## src/rtl/core/cube_bit_permutation_engine_macros.svh

```systemverilog
// assertion macros shared by the cube bit permutation engine rtl
// expects clk and rst_n in the scope of every use
`ifndef CUBE_BIT_PERMUTATION_ENGINE_MACROS_SVH
`define CUBE_BIT_PERMUTATION_ENGINE_MACROS_SVH

// consequent must hold in the same cycle as the antecedent
`define CBPE_ASSERT_NOW(lbl, ante, cons, msg) \
  lbl: assert property (@(posedge clk) disable iff (!rst_n) (ante) |-> (cons)) \
    else $error(msg);

// consequent must hold in the cycle after the antecedent
`define CBPE_ASSERT_NXT(lbl, ante, cons, msg) \
  lbl: assert property (@(posedge clk) disable iff (!rst_n) (ante) |=> (cons)) \
    else $error(msg);

`endif

```

## src/rtl/core/cbpe_pkg.sv

```systemverilog
// shared types, constants and primitive mapping functions of the cube bit
// permutation engine; no dependencies
`default_nettype none

package cbpe_pkg;

  localparam int BLOCK_BITS = 96;
  localparam int IDX_W      = 7;
  localparam int OP_W       = 2;
  localparam int PRIM_W     = 6;
  localparam int LOW_W      = 64;
  localparam int HIGH_W     = 32;
  localparam int NUM_FACES  = 6;
  localparam int NUM_ROWS   = 4;

  localparam logic [IDX_W-1:0] LAST_IDX  = IDX_W'(BLOCK_BITS - 1);
  localparam logic [IDX_W-1:0] IDX_LIMIT = IDX_W'(BLOCK_BITS);

  typedef enum logic [OP_W-1:0] {
    OP_RESET   = 2'd0,
    OP_COMPOSE = 2'd1,
    OP_FWD     = 2'd2,
    OP_INV     = 2'd3
  } cbpe_op_t;

  typedef enum logic [1:0] {
    ST_IDLE,
    ST_WALK,
    ST_DRAIN,
    ST_EMIT
  } state_t;

  typedef enum logic [2:0] {
    PK_NONE,
    PK_FACE,
    PK_ROW,
    PK_XSLICE,
    PK_YSLICE
  } prim_kind_t;

  typedef struct packed {
    prim_kind_t  kind;
    logic [2:0]  layer;
    logic [1:0]  variant;
  } prim_t;

  typedef struct packed {
    logic             clear;
    logic             rd_en;
    logic [IDX_W-1:0] rd_addr;
    logic             wr_en;
    logic [IDX_W-1:0] wr_addr;
    logic [IDX_W-1:0] wr_data;
  } tbl_ctrl_t;

  // primitive number -> kind, layer and variant
  function automatic prim_t prim_decode(input logic [PRIM_W-1:0] k);
    prim_t p;
    p.kind    = PK_NONE;
    p.layer   = '0;
    p.variant = '0;
    for (int l = 0; l < NUM_FACES; l++) begin
      if (k >= PRIM_W'(3 * l) && k < PRIM_W'(3 * l + 3)) begin
        p.kind    = PK_FACE;
        p.layer   = 3'(l);
        p.variant = 2'(k - PRIM_W'(3 * l));
      end
    end
    for (int l = 0; l < NUM_ROWS; l++) begin
      if (k >= PRIM_W'(18 + 3 * l) && k < PRIM_W'(21 + 3 * l)) begin
        p.kind    = PK_ROW;
        p.layer   = 3'(l);
        p.variant = 2'(k - PRIM_W'(18 + 3 * l));
      end
    end
    if (k >= PRIM_W'(30) && k < PRIM_W'(33)) begin
      p.kind  = PK_XSLICE;
      p.layer = 3'(k - PRIM_W'(30));
    end
    if (k >= PRIM_W'(33) && k < PRIM_W'(36)) begin
      p.kind  = PK_YSLICE;
      p.layer = 3'(k - PRIM_W'(33));
    end
    return p;
  endfunction

  // where a primitive sends cube position q
  function automatic logic [IDX_W-1:0] prim_dest(input prim_t p, input logic [IDX_W-1:0] q);
    logic [1:0] x, y, nx, ny;
    logic [2:0] z, nz, zinc;
    x    = q[1:0];
    y    = q[3:2];
    z    = q[6:4];
    nx   = x;
    ny   = y;
    nz   = z;
    zinc = (z == 3'd5) ? 3'd0 : z + 3'd1;
    case (p.kind)
      PK_FACE: begin
        if (z == p.layer) begin
          case (p.variant)
            2'd0: begin nx = ~y; ny = x; end
            2'd1: begin nx = y; ny = ~x; end
            default: begin nx = ~x; ny = ~y; end
          endcase
        end
      end
      PK_ROW: begin
        if (z == p.layer) begin
          case (p.variant)
            2'd0: ny = y + 2'd1;
            2'd1: ny = y - 2'd1;
            default: nx = x + 2'd1;
          endcase
        end
      end
      PK_XSLICE: if ({1'b0, x} == p.layer) nz = zinc;
      PK_YSLICE: if ({1'b0, y} == p.layer) nz = zinc;
      default: nz = z;
    endcase
    return (q >= IDX_LIMIT) ? q : {nz, ny, nx};
  endfunction

endpackage

`default_nettype wire

```

## src/rtl/core/cbpe_in_if.sv

```systemverilog
// request channel into the cube bit permutation engine
// depends on cbpe_pkg for field widths
`default_nettype none

interface cbpe_in_if;
  logic                           valid;
  logic                           ready;
  logic [cbpe_pkg::OP_W-1:0]      op;
  logic [cbpe_pkg::PRIM_W-1:0]    prim_index;
  logic [cbpe_pkg::LOW_W-1:0]     block_low;
  logic [cbpe_pkg::HIGH_W-1:0]    block_high;

  modport source (output valid, op, prim_index, block_low, block_high, input ready);
  modport sink   (input valid, op, prim_index, block_low, block_high, output ready);
endinterface

`default_nettype wire

```

## src/rtl/core/cbpe_out_if.sv

```systemverilog
// result channel out of the cube bit permutation engine
// depends on cbpe_pkg for field widths
`default_nettype none

interface cbpe_out_if;
  logic                        valid;
  logic                        ready;
  logic [cbpe_pkg::LOW_W-1:0]  out_low;
  logic [cbpe_pkg::HIGH_W-1:0] out_high;

  modport source (output valid, out_low, out_high, input ready);
  modport sink   (input valid, out_low, out_high, output ready);
endinterface

`default_nettype wire

```

## src/rtl/core/cbpe_table.sv

```systemverilog
// permutation table: 96 x 7 memory, one write and one registered read a cycle,
// with per-entry valid flops so that an unwritten entry reads as its own index
`default_nettype none
`include "cube_bit_permutation_engine_macros.svh"

module cbpe_table (
  input  wire                          clk,
  input  wire                          rst_n,
  input  cbpe_pkg::tbl_ctrl_t          ctrl,
  output logic [cbpe_pkg::IDX_W-1:0]   entry
);

  logic [cbpe_pkg::IDX_W-1:0]      mem [cbpe_pkg::BLOCK_BITS];
  logic [cbpe_pkg::BLOCK_BITS-1:0] valid_r;
  logic [cbpe_pkg::IDX_W-1:0]      rd_data_r;
  logic [cbpe_pkg::IDX_W-1:0]      rd_idx_r;
  logic                            rd_vld_r;

  always_ff @(posedge clk) begin
    if (ctrl.wr_en) begin
      mem[ctrl.wr_addr] <= ctrl.wr_data;
    end
    if (ctrl.rd_en) begin
      rd_data_r <= mem[ctrl.rd_addr];
      rd_idx_r  <= ctrl.rd_addr;
    end
  end

  always_ff @(posedge clk) begin
    if (!rst_n) begin
      valid_r  <= '0;
      rd_vld_r <= 1'b0;
    end else begin
      if (ctrl.clear) begin
        valid_r <= '0;
      end else if (ctrl.wr_en) begin
        valid_r[ctrl.wr_addr] <= 1'b1;
      end
      if (ctrl.rd_en) begin
        rd_vld_r <= valid_r[ctrl.rd_addr];
      end
    end
  end

  // identity for entries not written since the last clear
  assign entry = rd_vld_r ? rd_data_r : rd_idx_r;

  `CBPE_ASSERT_NXT(a_wr_sets_valid, ctrl.wr_en && !ctrl.clear, valid_r[$past(ctrl.wr_addr)], "written entry not marked valid")
  `CBPE_ASSERT_NXT(a_clear_all, ctrl.clear, valid_r == '0, "clear left a valid entry")
  `CBPE_ASSERT_NXT(a_entry_range, ctrl.rd_en, entry < cbpe_pkg::IDX_LIMIT, "table entry out of range")

endmodule

`default_nettype wire

```

## src/rtl/core/cube_bit_permutation_engine.sv

```systemverilog
// cube bit permutation engine top level: control sequencer and bit-serial datapath
// depends on cbpe_pkg, cbpe_in_if, cbpe_out_if, cbpe_table and the macros header
//
// usage:
//   in_ch carries requests {op, prim_index, block_low, block_high}; out_ch
//   carries results {out_low, out_high}. a request is taken when valid and
//   ready are both high; ready is high only while the sequencer is idle.
//   op reset clears the permutation back to identity and gives no result.
//   op compose walks all 96 table entries, one a cycle through the single
//   read and write port of the table memory, then drains; it stays idle when
//   the primitive number is 36 or above, and gives no result.
//   op apply forward / inverse walks the table the same way, moving one block
//   bit per cycle through the source and result shift registers; the result
//   goes to the output register after the walk and drain, and the next
//   request is taken only once it has been loaded there.
//   the result sits in an output register: if the receiver stalls, it holds
//   and the block still takes and runs new requests; a second finished result
//   waits in the sequencer until the register frees.
//   reset (rst_n low, synchronous) sets the table to identity and empties the
//   output register; no clearing pass is needed.
`default_nettype none
`include "cube_bit_permutation_engine_macros.svh"

module cube_bit_permutation_engine (
  input  wire         clk,
  input  wire         rst_n,
  cbpe_in_if.sink     in_ch,
  cbpe_out_if.source  out_ch
);

  cbpe_pkg::state_t                 state_r, state_nxt;
  cbpe_pkg::cbpe_op_t               op_r, in_op;
  cbpe_pkg::prim_t                  prim_r, in_prim;
  cbpe_pkg::tbl_ctrl_t              tbl_ctrl;
  logic [cbpe_pkg::IDX_W-1:0]       cnt_r;
  logic [cbpe_pkg::IDX_W-1:0]       idx_r;
  logic                             p1_valid_r;
  logic [cbpe_pkg::BLOCK_BITS-1:0]  src_r;
  logic [cbpe_pkg::BLOCK_BITS-1:0]  dst_r;
  logic [cbpe_pkg::IDX_W-1:0]       entry;
  logic                             entry_ok;
  logic                             in_accept;
  logic                             load_out;
  logic                             is_apply;
  logic                             out_valid_r;
  logic [cbpe_pkg::LOW_W-1:0]       out_low_r;
  logic [cbpe_pkg::HIGH_W-1:0]      out_high_r;

  assign in_op     = cbpe_pkg::cbpe_op_t'(in_ch.op);
  assign in_prim   = cbpe_pkg::prim_decode(in_ch.prim_index);
  assign in_accept = in_ch.valid && in_ch.ready;
  assign is_apply  = (op_r == cbpe_pkg::OP_FWD) || (op_r == cbpe_pkg::OP_INV);
  assign entry_ok  = entry < cbpe_pkg::IDX_LIMIT;

  cbpe_table u_table (
    .clk   (clk),
    .rst_n (rst_n),
    .ctrl  (tbl_ctrl),
    .entry (entry)
  );

  // next state
  always_comb begin
    state_nxt = state_r;
    unique case (state_r)
      cbpe_pkg::ST_IDLE: begin
        if (in_accept) begin
          unique case (in_op)
            cbpe_pkg::OP_RESET:   state_nxt = cbpe_pkg::ST_IDLE;
            cbpe_pkg::OP_COMPOSE: state_nxt = (in_prim.kind == cbpe_pkg::PK_NONE) ?
                                              cbpe_pkg::ST_IDLE : cbpe_pkg::ST_WALK;
            default:              state_nxt = cbpe_pkg::ST_WALK;
          endcase
        end
      end
      cbpe_pkg::ST_WALK: begin
        if (cnt_r == cbpe_pkg::LAST_IDX) state_nxt = cbpe_pkg::ST_DRAIN;
      end
      cbpe_pkg::ST_DRAIN: begin
        state_nxt = is_apply ? cbpe_pkg::ST_EMIT : cbpe_pkg::ST_IDLE;
      end
      cbpe_pkg::ST_EMIT: begin
        if (!out_valid_r || out_ch.ready) state_nxt = cbpe_pkg::ST_IDLE;
      end
      default: state_nxt = cbpe_pkg::ST_IDLE;
    endcase
  end

  // outputs of the sequencer
  always_comb begin
    in_ch.ready      = (state_r == cbpe_pkg::ST_IDLE);
    load_out         = (state_r == cbpe_pkg::ST_EMIT) && (!out_valid_r || out_ch.ready);
    tbl_ctrl.clear   = in_accept && (in_op == cbpe_pkg::OP_RESET);
    tbl_ctrl.rd_en   = (state_r == cbpe_pkg::ST_WALK);
    tbl_ctrl.rd_addr = cnt_r;
    tbl_ctrl.wr_en   = p1_valid_r && (op_r == cbpe_pkg::OP_COMPOSE);
    tbl_ctrl.wr_addr = idx_r;
    tbl_ctrl.wr_data = cbpe_pkg::prim_dest(prim_r, entry);
  end

  always_ff @(posedge clk) begin
    if (!rst_n) begin
      state_r     <= cbpe_pkg::ST_IDLE;
      p1_valid_r  <= 1'b0;
      out_valid_r <= 1'b0;
      cnt_r       <= '0;
    end else begin
      state_r    <= state_nxt;
      p1_valid_r <= (state_r == cbpe_pkg::ST_WALK);
      if (in_accept) begin
        cnt_r <= '0;
      end else if (state_r == cbpe_pkg::ST_WALK && cnt_r != cbpe_pkg::LAST_IDX) begin
        cnt_r <= cnt_r + 1'b1;
      end
      if (load_out) begin
        out_valid_r <= 1'b1;
      end else if (out_ch.ready) begin
        out_valid_r <= 1'b0;
      end
    end
  end

  // bit-serial datapath
  always_ff @(posedge clk) begin
    idx_r <= cnt_r;
    if (in_accept) begin
      op_r   <= in_op;
      prim_r <= in_prim;
      src_r  <= {in_ch.block_high, in_ch.block_low};
      dst_r  <= '0;
    end else if (p1_valid_r && op_r == cbpe_pkg::OP_FWD) begin
      // source bit idx_r sits at the bottom of the shifter
      src_r <= src_r >> 1;
      if (entry_ok && src_r[0]) dst_r[entry] <= 1'b1;
    end else if (p1_valid_r && op_r == cbpe_pkg::OP_INV) begin
      // result bits enter at the top and settle at their index after 96 shifts
      dst_r <= {entry_ok && src_r[entry], dst_r[cbpe_pkg::BLOCK_BITS-1:1]};
    end
    if (load_out) begin
      out_low_r  <= dst_r[cbpe_pkg::LOW_W-1:0];
      out_high_r <= dst_r[cbpe_pkg::BLOCK_BITS-1:cbpe_pkg::LOW_W];
    end
  end

  assign out_ch.valid    = out_valid_r;
  assign out_ch.out_low  = out_low_r;
  assign out_ch.out_high = out_high_r;

  `CBPE_ASSERT_NXT(a_apply_walks, in_accept && (in_op == cbpe_pkg::OP_FWD || in_op == cbpe_pkg::OP_INV), state_r == cbpe_pkg::ST_WALK, "apply request did not start a walk")
  `CBPE_ASSERT_NOW(a_cnt_range, 1'b1, cnt_r <= cbpe_pkg::LAST_IDX, "walk counter past last entry")
  `CBPE_ASSERT_NOW(a_emit_apply, state_r == cbpe_pkg::ST_EMIT, op_r == cbpe_pkg::OP_FWD || op_r == cbpe_pkg::OP_INV, "result emitted for a non-apply request")
  `CBPE_ASSERT_NOW(a_p1_after_walk, p1_valid_r, $past(state_r) == cbpe_pkg::ST_WALK, "table entry processed without a read")

endmodule

`default_nettype wire

```

## src/flat_wrapper.sv

```systemverilog
// flat-port wrapper written by rule: the top's interface ports become plain ports
module cube_bit_permutation_engine_flat 
  (clk, rst_n, in_ch_valid, in_ch_op, in_ch_prim_index, in_ch_block_low, in_ch_block_high, in_ch_ready, out_ch_valid, out_ch_out_low, out_ch_out_high, out_ch_ready);
  cbpe_in_if in_ch_i ();
  cbpe_out_if out_ch_i ();
  input  wire clk;
  input  wire rst_n;
  input wire logic [$bits(in_ch_i.valid)-1:0] in_ch_valid;
  input wire logic [$bits(in_ch_i.op)-1:0] in_ch_op;
  input wire logic [$bits(in_ch_i.prim_index)-1:0] in_ch_prim_index;
  input wire logic [$bits(in_ch_i.block_low)-1:0] in_ch_block_low;
  input wire logic [$bits(in_ch_i.block_high)-1:0] in_ch_block_high;
  output wire logic [$bits(in_ch_i.ready)-1:0] in_ch_ready;
  output wire logic [$bits(out_ch_i.valid)-1:0] out_ch_valid;
  output wire logic [$bits(out_ch_i.out_low)-1:0] out_ch_out_low;
  output wire logic [$bits(out_ch_i.out_high)-1:0] out_ch_out_high;
  input wire logic [$bits(out_ch_i.ready)-1:0] out_ch_ready;
  assign in_ch_i.valid = in_ch_valid;
  assign in_ch_i.op = in_ch_op;
  assign in_ch_i.prim_index = in_ch_prim_index;
  assign in_ch_i.block_low = in_ch_block_low;
  assign in_ch_i.block_high = in_ch_block_high;
  assign in_ch_ready = in_ch_i.ready;
  assign out_ch_valid = out_ch_i.valid;
  assign out_ch_out_low = out_ch_i.out_low;
  assign out_ch_out_high = out_ch_i.out_high;
  assign out_ch_i.ready = out_ch_ready;
  cube_bit_permutation_engine u_core (.clk(clk), .rst_n(rst_n), .in_ch(in_ch_i), .out_ch(out_ch_i));
endmodule
```

## config.mk

```make
export PLATFORM = sky130hd
export DESIGN_NAME = cube_bit_permutation_engine_flat
export DESIGN_NICKNAME = d
export VERILOG_FILES = /design/src/rtl/core/cbpe_pkg.sv /design/src/rtl/core/cbpe_in_if.sv /design/src/rtl/core/cbpe_out_if.sv /design/src/rtl/core/cbpe_table.sv /design/src/rtl/core/cube_bit_permutation_engine.sv /design/src/flat_wrapper.sv
export VERILOG_INCLUDE_DIRS = /design/src /design/src/rtl/core
export SDC_FILE = /design/constraint.sdc
export NUM_CORES = 2
export LEC_CHECK = 0
export BUFFER_PORTS_ARGS = -buffer_cell sky130_fd_sc_hd__buf_2
export CORE_ASPECT_RATIO = 0.6
export CORE_MARGIN = 5
export CORE_UTILIZATION = 45
export DETAILED_ROUTE_END_ITERATION = 10
export PLACE_DENSITY = 0.65
export REMOVE_ABC_BUFFERS = 1
export SYNTH_ARGS = -nofsm -noshare
export SYNTH_HDL_FRONTEND = slang
export SYNTH_SLANG_ARGS = --single-unit
```

## constraint.sdc

```tcl
create_clock -name clk -period 9.7 [get_ports clk]
set_input_delay 0.97 -clock clk [delete_from_list [all_inputs] [get_ports clk]]
set_output_delay 0.97 -clock clk [all_outputs]
set_load 0.05 [all_outputs]
```

==> results.cfg <==
[timing]
fmax_ghz = 0.239
rsz0062_at_grt = false
period_needed_ps = 4180
tightest_slew_ps = 1330
final-hold-violation-count = 0
fin_skew_ps = 34.1
fin_crit_sh = 0.431
slew_violations = 0
setup_viol = 0
finalSetupTns_ps = 0
relSlewSlack = 0.112

[pwr]
p_per_area_nw_per_um2 = 209
post-layout-total-power_mw = 10.4
intPower_mw = 8.00
pwr-share-comb = 0.078
power_frac_seq = 0.520
pwr-share-clk = 0.402
ir_drop_v = 0.000128
power_switching_share = 0.232
total_leakage_power_nw = 16.2
p_switching_mw = 2.41

[synth]
ys_top_cells_by_area = edfxtp_1, mux4_2, dfxtp_1
ys_async_sr_fraction = 0
netlist_instances = 2710
ys.flop_type = edfxtp_1
ys_seq_area_frac = 0.703
yosysTopAreaCell = edfxtp_1
synth_top_area_frac = 0.607
ys_warn_count = 0
yosys.cell_count.top_type = edfxtp_1
synth_common_cells = edfxtp_1, nand2_1, nor2_1, mux4_2, dfxtp_1
synth_cell_types = 67
synth_edf_count = 888
ys_ff_latch = 1099
synth_area_um2 = 43900
syn_avg_cell_area_um2 = 16.2

[clocking]
htreeDepth = 3
cts_root_buf = clkbuf_16
holdBufCountCts = 0
cts_tree = built
post_cts_buffers = 0
clk_pin_slew_worst_paths_ps = 70
clk_path_buf_depth = 3
clk_latency_ps = 690
cts_buffers = 100
numClockSinks = 1099
post_cts_resized = 0

[place]
place_congestion = 0.853
port_buffers = 205
dp_hpwl_um = 71800

[global_routing]
grt_pass1_vias = 25135
grt_max_degree = 100
antenna_found_initial = 4
gr-total-overflow = 0
grt_pass1_wl_um = 166000
grtUsageTotal = 0.213

[route]
via_per_inst = 6.02
wire_per_inst_um = 26.3
drcViolationCount = 0
ant_nets = 0
wirelength_um = 112000
vias = 25766
drtIter0Drc = 3402
drtPass1Iterations = 5

[setup_path]
startpoint_type = register
setup.worst_path.class = reg2reg
crit_arrival_ps = 4580
cp_max_fo = 55
cp-end-kind = register
crit_required_ps = 10090

[status]
status = finished clean

[cells_and_area]
final_nets = 2998
fin_util = 0.516
drive_above_1_share = 0.254
area_growth_pct = 13.3

[floorplan]
start_util = 0.455
design.die.area_um2 = 104000
die_w_um = 413
std_cell_rows = 88
core_um2 = 96500
io_pins = 206
die_h_um = 252

[worst_hold_path]
hold_path.class = reg2reg

[job]
max_cap_viol_count = 0
==> flip-flops by register name (all words and copies together) (netlist names), 2 cells and up <==
signal	cells
u_core.u_table.mem	672
u_core.dst_r	96
u_core.src_r	96
u_core.u_table.valid_r	96
u_core.out_ch.out_low	64
u_core.out_ch.out_high	32
u_core.prim_r	8
u_core.cnt_r	7
u_core.idx_r	7
u_core.u_table.rd_data_r	7
u_core.u_table.rd_idx_r	7
u_core.op_r	2
u_core.state_r	2
==> worst max-delay path, cell delays in order (launching register included) <==
cell and delay (ps):
dfxtp_4 790, buf_4 780, buf_4 660, mux4_2 420, mux4_2 490, mux4_2 480, nor2_1 110, a21oi_1 70
==> path summary, 6_finish.rpt <==
path                         from                           to  slack (ps)  cells past startpoint
setup reg to reg  u_core.cnt_r[1]  u_core.u_table.rd_data_r[5]        5520                      7
hold / removal    u_core.dst_r[0]     u_core.out_ch.out_low[0]         440                      0
hold reg to reg   u_core.dst_r[0]     u_core.out_ch.out_low[0]         440                      0
setup / recovery  u_core.cnt_r[1]  u_core.u_table.rd_data_r[5]        5520                      7
==> metal layers <==
metal	part of all wire	track usage	vias to the layer above
met5	0.000071	0	-
met4	0.019	0.0486	2
met3	0.11	0.0552	171
met2	0.43	0.291	1348
met1	0.45	0.341	13319
li1	-	-	10926
==> area by class of cell <==
type | count | area [µm²]
flip-flops and latches | 1099 | 30900
fillers | 7794 | 46700
repair buffers | 245 | 1340
well taps | 1305 | 1630
diodes | 3 | 7.51
clock inverters | 55 | 656
clock buffers | 133 | 2830
multi-input cells | 1426 | 12400
inverters | 11 | 42.5
==> power by group through the flow <==
stage          Sequential (mW)  Clock, mW  Combinational, mW
5_1_grt                   5.42       4.44              0.879
3_5_place_dp              5.51          0              0.806
6_report                  5.41       4.19              0.810
4_1_cts                   5.41       4.24              0.808
3_3_place_gp              5.50          0              0.781
2_1_floorplan             5.57          0              0.516
==> layout by cell type, fill, tap and decap left out, types with 58 or more instances in the layout <==
cell type    n
edfxtp_1   888
dfxtp_1    207
clkbuf_16  104
buf_2      205
nor2_1     249
a21oi_1    125
o21a_1      96
o221a_2     58
nand2_1    356
mux4_2     249
==> logic make-up after synthesis <==
group	share of synthesized area
mux	0.136
buf+inv	0.0185
compound gates	0.0706
flops	0.703
simple gates	0.0657
fa+ha+maj	0.00199
xor+xnor	0.00339
==> through the flow <==
step	cell area, µm²	hold WS (ps)	worst slack (ps)	std cells
after global routing	49800	446	5270	4276
after floorplan	43100	409	-240	2536
final	49800	436	5520	4277
after CTS	49800	435	5500	4274
after global placement	46300	421	5550	4086
after detailed placement	46300	419	5520	4086
Power figures use the tool's default switching activity.
